### config.mk
export PLATFORM = sky130hd
export DESIGN_NAME = websocket_frame_deframer
export DESIGN_NICKNAME = d
export VERILOG_FILES = /design/src/sv/wsd_pkg.sv /design/src/sv/wsd_parser.sv /design/src/sv/wsd_out_buf.sv /design/src/sv/websocket_frame_deframer.sv
export SDC_FILE = /design/constraint.sdc
export NUM_CORES = 1
export LEC_CHECK = 0
export ABC_AREA = 1
export BUFFER_PORTS_ARGS = -buffer_cell sky130_fd_sc_hd__buf_2
export CAP_MARGIN = 40
export CORE_ASPECT_RATIO = 1.5
export CORE_MARGIN = 2
export CORE_UTILIZATION = 35
export CTS_CLUSTER_DIAMETER = 50
export DETAILED_ROUTE_END_ITERATION = 10
export PLACE_DENSITY = 0.61
export SLEW_MARGIN = 15
export SYNTH_ARGS = -nofsm -noshare
export SYNTH_HDL_FRONTEND = slang
export SYNTH_HIERARCHICAL = 1
export SYNTH_SLANG_ARGS = --single-unit
### constraint.sdc
create_clock -name clk -period 6.96 [get_ports clk]
set_input_delay 0.696 -clock clk [delete_from_list [all_inputs] [get_ports clk]]
set_output_delay 0.696 -clock clk [all_outputs]
set_load 0.1 [all_outputs]
### src/sv/wsd_pkg.sv
// Package with shared types, codes and helpers for the WebSocket frame deframer.
package wsd_pkg;

  localparam logic [1:0] KIND_PAYLOAD = 2'd0;
  localparam logic [1:0] KIND_EMPTY   = 2'd1;
  localparam logic [1:0] KIND_ERROR   = 2'd2;

  localparam logic [1:0] ACT_TEXT  = 2'd0;
  localparam logic [1:0] ACT_PONG  = 2'd1;
  localparam logic [1:0] ACT_CLOSE = 2'd2;
  localparam logic [1:0] ACT_NONE  = 2'd3;

  localparam logic [3:0] OP_TEXT  = 4'h1;
  localparam logic [3:0] OP_CLOSE = 4'h8;
  localparam logic [3:0] OP_PING  = 4'h9;

  localparam logic [6:0] LEN_EXT16 = 7'd126;
  localparam logic [6:0] LEN_UNSUP = 7'd127;

  localparam int KEY_BYTES = 4;

  typedef struct packed {
    logic [1:0] kind;
    logic [7:0] data_byte;
    logic [3:0] frame_opcode;
    logic       fin_flag;
    logic       last_of_frame;
    logic [1:0] frame_action;
  } res_t;

  function automatic logic [1:0] action_of(input logic [3:0] op);
    case (op)
      OP_TEXT:  action_of = ACT_TEXT;
      OP_PING:  action_of = ACT_PONG;
      OP_CLOSE: action_of = ACT_CLOSE;
      default:  action_of = ACT_NONE;
    endcase
  endfunction

endpackage

### src/sv/wsd_parser.sv
// Frame parser: header, extended length, masking key and payload unmasking.
module wsd_parser (
  input  logic          clk,
  input  logic          rst_n,
  input  logic          in_fire,
  input  logic [7:0]    rx_byte,
  output logic          res_valid,
  output wsd_pkg::res_t res
);
  import wsd_pkg::*;

  typedef enum logic [5:0] {
    PH_HDR0    = 6'b000001,
    PH_HDR1    = 6'b000010,
    PH_EXT0    = 6'b000100,
    PH_EXT1    = 6'b001000,
    PH_KEY     = 6'b010000,
    PH_PAYLOAD = 6'b100000
  } phase_t;

  phase_t      phase_r, phase_nxt;
  logic [3:0]  cur_opcode_r, cur_opcode_nxt;
  logic        cur_fin_r, cur_fin_nxt;
  logic        is_masked_r, is_masked_nxt;
  logic [7:0]  length_high_r, length_high_nxt;
  logic [15:0] payload_length_r, payload_length_nxt;
  logic [15:0] payload_index_r, payload_index_nxt;
  logic [7:0]  mask_key_r [KEY_BYTES];
  logic [7:0]  mask_key_nxt [KEY_BYTES];

  logic [6:0]  len7;
  logic [15:0] ext_len;
  logic [15:0] idx_inc;
  logic [7:0]  unmasked;
  logic        last;

  assign len7     = rx_byte[6:0];
  assign ext_len  = {length_high_r, rx_byte};
  assign idx_inc  = payload_index_r + 16'd1;
  assign unmasked = is_masked_r ? (rx_byte ^ mask_key_r[payload_index_r[1:0]]) : rx_byte;
  assign last     = (idx_inc == payload_length_r);

  always_comb begin
    phase_nxt          = phase_r;
    cur_opcode_nxt     = cur_opcode_r;
    cur_fin_nxt        = cur_fin_r;
    is_masked_nxt      = is_masked_r;
    length_high_nxt    = length_high_r;
    payload_length_nxt = payload_length_r;
    payload_index_nxt  = payload_index_r;
    mask_key_nxt       = mask_key_r;
    res_valid          = 1'b0;
    res                = '0;
    res.frame_opcode   = cur_opcode_r;
    res.fin_flag       = cur_fin_r;
    if (in_fire) begin
      case (phase_r)
        PH_HDR0: begin
          cur_fin_nxt    = rx_byte[7];
          cur_opcode_nxt = rx_byte[3:0];
          phase_nxt      = PH_HDR1;
        end
        PH_HDR1: begin
          is_masked_nxt = rx_byte[7];
          if (len7 == LEN_UNSUP) begin
            phase_nxt         = PH_HDR0;
            res_valid         = 1'b1;
            res.kind          = KIND_ERROR;
            res.last_of_frame = 1'b1;
            res.frame_action  = ACT_CLOSE;
          end else if (len7 == LEN_EXT16) begin
            phase_nxt = PH_EXT0;
          end else begin
            payload_length_nxt = {9'd0, len7};
            payload_index_nxt  = '0;
            if (rx_byte[7]) begin
              phase_nxt = PH_KEY;
            end else if (len7 == 7'd0) begin
              phase_nxt         = PH_HDR0;
              res_valid         = 1'b1;
              res.kind          = KIND_EMPTY;
              res.last_of_frame = 1'b1;
              res.frame_action  = action_of(cur_opcode_r);
            end else begin
              phase_nxt = PH_PAYLOAD;
            end
          end
        end
        PH_EXT0: begin
          length_high_nxt = rx_byte;
          phase_nxt       = PH_EXT1;
        end
        PH_EXT1: begin
          payload_length_nxt = ext_len;
          payload_index_nxt  = '0;
          if (is_masked_r) begin
            phase_nxt = PH_KEY;
          end else if (ext_len == 16'd0) begin
            phase_nxt         = PH_HDR0;
            res_valid         = 1'b1;
            res.kind          = KIND_EMPTY;
            res.last_of_frame = 1'b1;
            res.frame_action  = action_of(cur_opcode_r);
          end else begin
            phase_nxt = PH_PAYLOAD;
          end
        end
        PH_KEY: begin
          mask_key_nxt[payload_index_r[1:0]] = rx_byte;
          if (payload_index_r[1:0] == 2'(KEY_BYTES - 1)) begin
            payload_index_nxt = '0;
            if (payload_length_r == 16'd0) begin
              phase_nxt         = PH_HDR0;
              res_valid         = 1'b1;
              res.kind          = KIND_EMPTY;
              res.last_of_frame = 1'b1;
              res.frame_action  = action_of(cur_opcode_r);
            end else begin
              phase_nxt = PH_PAYLOAD;
            end
          end else begin
            payload_index_nxt = idx_inc;
          end
        end
        PH_PAYLOAD: begin
          payload_index_nxt = idx_inc;
          if (last) begin
            phase_nxt = PH_HDR0;
          end
          res_valid         = 1'b1;
          res.kind          = KIND_PAYLOAD;
          res.data_byte     = unmasked;
          res.last_of_frame = last;
          res.frame_action  = last ? action_of(cur_opcode_r) : ACT_TEXT;
        end
        default: begin
          phase_nxt = PH_HDR0;
        end
      endcase
    end
  end

  always_ff @(posedge clk) begin
    if (!rst_n) begin
      phase_r          <= PH_HDR0;
      cur_opcode_r     <= '0;
      cur_fin_r        <= 1'b0;
      is_masked_r      <= 1'b0;
      length_high_r    <= '0;
      payload_length_r <= '0;
      payload_index_r  <= '0;
      for (int i = 0; i < KEY_BYTES; i++) begin
        mask_key_r[i] <= '0;
      end
    end else begin
      phase_r          <= phase_nxt;
      cur_opcode_r     <= cur_opcode_nxt;
      cur_fin_r        <= cur_fin_nxt;
      is_masked_r      <= is_masked_nxt;
      length_high_r    <= length_high_nxt;
      payload_length_r <= payload_length_nxt;
      payload_index_r  <= payload_index_nxt;
      mask_key_r       <= mask_key_nxt;
    end
  end

  // key position stays inside the key while collecting it
  a_key_idx: assert property (@(posedge clk) disable iff (!rst_n)
    (phase_r == PH_KEY) |-> (payload_index_r < 16'(KEY_BYTES)))
    else $error("key index out of range");
  // payload never runs past its length
  a_pay_idx: assert property (@(posedge clk) disable iff (!rst_n)
    (phase_r == PH_PAYLOAD) |-> (payload_index_r < payload_length_r))
    else $error("payload index past length");
  // a frame close always returns to header parsing
  a_close: assert property (@(posedge clk) disable iff (!rst_n)
    (res_valid && res.last_of_frame) |=> (phase_r == PH_HDR0))
    else $error("frame end without return to header");

endmodule

### src/sv/wsd_out_buf.sv
// Two-entry result buffer: output register plus skid register.
module wsd_out_buf (
  input  logic          clk,
  input  logic          rst_n,
  input  logic          push,
  input  wsd_pkg::res_t push_data,
  output logic          full,
  output logic          out_valid,
  input  logic          out_ready,
  output wsd_pkg::res_t out_data
);
  import wsd_pkg::*;

  res_t out_r, out_nxt;
  res_t skid_r, skid_nxt;
  logic out_valid_r, out_valid_nxt;
  logic skid_valid_r, skid_valid_nxt;
  logic pop;

  assign pop       = out_valid_r & out_ready;
  assign full      = skid_valid_r;
  assign out_valid = out_valid_r;
  assign out_data  = out_r;

  always_comb begin
    out_nxt        = out_r;
    skid_nxt       = skid_r;
    out_valid_nxt  = out_valid_r;
    skid_valid_nxt = skid_valid_r;
    if (pop) begin
      if (skid_valid_r) begin
        out_nxt        = skid_r;
        skid_valid_nxt = 1'b0;
      end else begin
        out_valid_nxt = 1'b0;
      end
    end
    if (push) begin
      if (!out_valid_nxt) begin
        out_nxt       = push_data;
        out_valid_nxt = 1'b1;
      end else begin
        skid_nxt       = push_data;
        skid_valid_nxt = 1'b1;
      end
    end
  end

  always_ff @(posedge clk) begin
    if (!rst_n) begin
      out_valid_r  <= 1'b0;
      skid_valid_r <= 1'b0;
    end else begin
      out_valid_r  <= out_valid_nxt;
      skid_valid_r <= skid_valid_nxt;
    end
  end

  always_ff @(posedge clk) begin
    out_r  <= out_nxt;
    skid_r <= skid_nxt;
  end

  // skid entry only exists behind a held output
  a_skid_order: assert property (@(posedge clk) disable iff (!rst_n)
    skid_valid_r |-> out_valid_r)
    else $error("skid valid without output valid");
  // no push into a full buffer
  a_no_overflow: assert property (@(posedge clk) disable iff (!rst_n)
    push |-> !skid_valid_r)
    else $error("push while full");
  // a stalled skid entry is moved forward when the output drains
  a_skid_move: assert property (@(posedge clk) disable iff (!rst_n)
    (pop && skid_valid_r && !push) |=> (out_valid_r && !skid_valid_r))
    else $error("skid entry lost");

endmodule

### src/sv/websocket_frame_deframer.sv
// Top level of the WebSocket frame deframer.
// A result is registered in the output buffer before it appears on out_*, and waits there while out_ready is low.
// Throughput: one byte per cycle while in_ready is high; the parser state updates in a single registered step.
// A two-entry result buffer keeps input flowing while one result waits on out_ready.
// Reset (rst_n low, synchronous) returns the parser to the first header byte, empties the
// buffer and clears opcode, flags, lengths and masking key.
module websocket_frame_deframer (
  input  logic       clk,
  input  logic       rst_n,
  input  logic       in_valid,
  output logic       in_ready,
  input  logic [7:0] in_rx_byte,
  output logic       out_valid,
  input  logic       out_ready,
  output logic [1:0] out_kind,
  output logic [7:0] out_data_byte,
  output logic [3:0] out_frame_opcode,
  output logic       out_fin_flag,
  output logic       out_last_of_frame,
  output logic [1:0] out_frame_action
);
  import wsd_pkg::*;

  logic in_fire;
  logic res_valid;
  res_t res;
  logic buf_full;
  res_t out_data;

  assign in_ready = !buf_full;
  assign in_fire  = in_valid & in_ready;

  wsd_parser u_parser (
    .clk       (clk),
    .rst_n     (rst_n),
    .in_fire   (in_fire),
    .rx_byte   (in_rx_byte),
    .res_valid (res_valid),
    .res       (res)
  );

  wsd_out_buf u_out_buf (
    .clk       (clk),
    .rst_n     (rst_n),
    .push      (res_valid),
    .push_data (res),
    .full      (buf_full),
    .out_valid (out_valid),
    .out_ready (out_ready),
    .out_data  (out_data)
  );

  assign out_kind          = out_data.kind;
  assign out_data_byte     = out_data.data_byte;
  assign out_frame_opcode  = out_data.frame_opcode;
  assign out_fin_flag      = out_data.fin_flag;
  assign out_last_of_frame = out_data.last_of_frame;
  assign out_frame_action  = out_data.frame_action;

  a_act_only_at_end: assert property (@(posedge clk) disable iff (!rst_n)
    (out_valid && !out_last_of_frame) |-> (out_frame_action == ACT_TEXT))
    else $error("action outside frame end");
  a_nonpayload_closes: assert property (@(posedge clk) disable iff (!rst_n)
    (out_valid && out_kind != KIND_PAYLOAD) |-> (out_last_of_frame && out_data_byte == 8'd0))
    else $error("non-payload result not closing frame");
  a_error_close: assert property (@(posedge clk) disable iff (!rst_n)
    (out_valid && out_kind == KIND_ERROR) |-> (out_frame_action == ACT_CLOSE))
    else $error("length error without close action");

endmodule

==> impl_metrics.json <==
{
  "status": "complete, no violations",
  "grt_pass1_vias": 5447,
  "grt_first_pass_wirelength_um": 27500,
  "ys_top_cells_by_area": "dfxtp_1, nand2_1, edfxtp_1",
  "gp_congestion": 0.863,
  "dp_hpwl_um": 11800,
  "antenna_found_initial": 0,
  "min_period_ns": 3.36,
  "fin_nets": 913,
  "period_share_pct": 48.3,
  "port_buffers": 31,
  "hold_violations": 0,
  "insertion_delay_ns": 0.42,
  "clockBufferDepth": 2,
  "holdBufCountCts": 0,
  "setup_tns_ns": 0,
  "hold_class": "register to register",
  "drv_cap": 0,
  "crit_family": "simple AND/OR/NAND/NOR gates",
  "grt_max_degree": 64,
  "worst_pin_slew_ns": 0.891,
  "vdd_drop_max_mv": 0.171,
  "wirelength_um": 17000,
  "dieArea_sq_um": 19200,
  "leakage_uw": 0.00301,
  "crit_cells": 9,
  "grt-busiest-layer": "met2",
  "synth_top_area_cell": "dfxtp_1",
  "cpPeakStageDelay_ns": 0.63,
  "fin_ws_ns": 3.60,
  "max_freq_mhz": 297,
  "cts_buffers": 17,
  "cts_setup_buffers": 0,
  "root_buffer": "clkbuf_16",
  "diodes": 0,
  "cts_tree": "yes",
  "fin_worst_skew_ns": 0.0138,
  "reg2reg_depth": 9,
  "worst_ep_arrival_time_ns": 3.41,
  "synth_edf_count": 18,
  "path_buf_inv": 2,
  "use_met2_pct": 32.3,
  "ctsResizeCount": 0,
  "slew_headroom_pct": 40.4,
  "critPathKind": "register to register",
  "drt-initial-drc-count": 482,
  "grt.overflow.total": 0,
  "maxSlewViolCount": 0,
  "wl_per_cell_um": 15.1,
  "io_pins": 32,
  "reg2reg_slack_ns": 3.60,
  "startpoint": "u_parser/phase_r[1]",
  "cp-start-kind": "register",
  "met1_usage_pct": 20.9,
  "fp.dieW_um": 114,
  "synth_seq_cells": 122,
  "crit_chain": "or2_2 -> nor2_1 -> nand3_1 -> nor2_1 -> nor2_1 -> a21oi_2 -> buf_4 -> nand3_1 -> inv_1",
  "synth_top_area_share_pct": 33.0,
  "timing.rr.start": "u_parser/phase_r[1]",
  "cts_max_level": 4,
  "pre_cts_slack_ns": 3.46,
  "initial_core_util_pct": 35.5,
  "syn_area_sq_um": 6320,
  "setup_viol": 0,
  "use_met3_pct": 2.47,
  "yosysSeqAreaShare_pct": 41.5,
  "core-area_sq_um": 17800,
  "ant_nets": 0,
  "crit_fanout": 21,
  "async_flop_share_pct": 0,
  "synthFlopType": "dfxtp_1",
  "vias": 5828,
  "hold_ws_ns": 0.483,
  "grt_usage_pct": 18.0,
  "end_kind": "register",
  "num_rows": 60,
  "synth.avg_cell_area_sq_um": 7.15,
  "drc": 0,
  "cp-endpoint": "u_out_buf/skid_r[1]",
  "r2r_end": "u_out_buf/skid_r[1]",
  "cts_sinks": 122,
  "rsz0062_at_grt": "false",
  "ys_types": 42,
  "power_density_nw_per_um2": 253,
  "crit_path_top_delay_cell": "nor2_1",
  "utilization_pct": 40.1,
  "vias_per_cell": 5.18,
  "required_ns": 7.01,
  "die_h_um": 169,
  "synth_warnings": 6,
  "synthToLayoutAreaGrowth_pct": 13.0,
  "cp_common_cell": "nor2_1",
  "synth_cells": 884,
  "drive_above_1_share_pct": 11.1,
  "clk_pin_slew_worst_paths_ns": 0.06,
  "synth_nets": 901,
  "firstDrtPassIters": 5
}
[worst min-delay path by stage]
| stage | cells past startpoint | slack [ns] | end | start |
|---|---|---|---|---|
| after CTS | 0 | 0.48 | u_out_buf/skid_r[3] | u_parser/cur_fin_r |
| after floorplan | 2 | 0.44 | u_parser/phase_r[0] | u_parser/phase_r[0] |
| after global routing | 0 | 0.51 | u_out_buf/skid_r[5] | u_parser/cur_opcode_r[1] |
| final | 0 | 0.48 | u_out_buf/skid_r[3] | u_parser/cur_fin_r |
| after global placement | 0 | 0.46 | u_out_buf/skid_r[5] | u_parser/cur_opcode_r[1] |
| after detailed placement | 0 | 0.46 | u_out_buf/skid_r[3] | u_parser/cur_fin_r |
[stage by stage]
step	power, uW	cells	instance area (sq um)
3_5_place_dp	909	1094	6540
3_3_place_gp	908	1094	6540
6_report	1810	1126	7140
2_1_floorplan	878	884	6320
5_1_grt	1870	1126	7140
4_1_cts	1820	1126	7140
[worst register-to-register path: stages (launching register included)]
cell	delay [ns]
dfxtp_1	0.34
or2_2	0.30
nor2_1	0.14
nand3_1	0.28
nor2_1	0.63
nor2_1	0.17
a21oi_2	0.14
buf_4	0.30
nand3_1	0.16
inv_1	0.53
[cell families (layout without fill, tap and decap cells)]
logic type	Yosys count	after routing	share of synthesized area, %
simple gates	398	398	29.5
fa+ha+maj	5	5	0.990
buf+inv	158	183	10.8
compound gates	197	197	16.4
flops	122	122	41.5
xor+xnor	4	4	0.772
[metal layers]
metal | routed length [um] | share of wire (%)
met1 | 7350 | 43
met2 | 8690 | 51
met3 | 548 | 3.2
met4 | 398 | 2.3
met5 | 0 | 0
[synth_stat cells, types with 5 or more instances]
| cell | number |
|---|---|
| a21oi_1 | 89 |
| buf_2 | 12 |
| buf_4 | 10 |
| clkbuf_1 | 16 |
| clkinv_1 | 6 |
| dfxtp_1 | 104 |
| edfxtp_1 | 18 |
| ha_1 | 5 |
| inv_1 | 107 |
| nand2_1 | 169 |
| nand2_2 | 5 |
| nand3_1 | 84 |
| nand3_2 | 10 |
| nand4_1 | 34 |
| nor2_1 | 66 |
| nor4_1 | 9 |
| o21ai_0 | 86 |
| o22ai_1 | 9 |
[power breakdown]
group / switching (uW) / internal, uW
clock network: 370 / 542
registers: 12.8 / 730
logic: 118 / 32.6
total: 501 / 1310
[sequential cells by signal (all words and copies together), names as in the netlist]
| signal | flops |
|---|---|
| u_parser/phase_r | 6 |
| u_parser/cur_opcode_r | 4 |
| u_out_buf/skid_r | 18 |
| u_out_buf/out_valid | 1 |
| u_parser/length_high_r | 8 |
| u_parser/payload_length_r | 16 |
| u_parser/mask_key_r | 32 |
| u_out_buf/full | 1 |
| u_out_buf/out_data | 18 |
| u_parser/payload_index_r | 16 |
| u_parser/is_masked_r | 1 |
| u_parser/cur_fin_r | 1 |
[layout by cell type, fill, tap and decap left out, drive strengths merged, types with 2 or more instances in the layout]
cell	synthesis	routed
a211oi	4	4
a21oi	90	90
buf	27	36
bufinv	0	2
clkbuf	16	17
clkinv	6	8
dfxtp	104	104
edfxtp	18	18
ha	5	5
inv	109	119
nand2	175	175
nand3	94	94
nand3b	4	4
nand4	34	34
nor2	74	74
nor3	6	6
nor4	9	9
o21ai	89	89
o22ai	9	9
xor2	2	2
[cell type report]
type / instances / area [sq um]
clock buffers: 17 / 425
clock inverters: 15 / 176
fillers: 1813 / 10700
inverters: 115 / 432
multi-input cells: 604 / 3020
flip-flops and latches: 122 / 2620
well taps: 217 / 272
repair buffers: 36 / 193
Note: power is estimated with default switching activity, not from simulation.
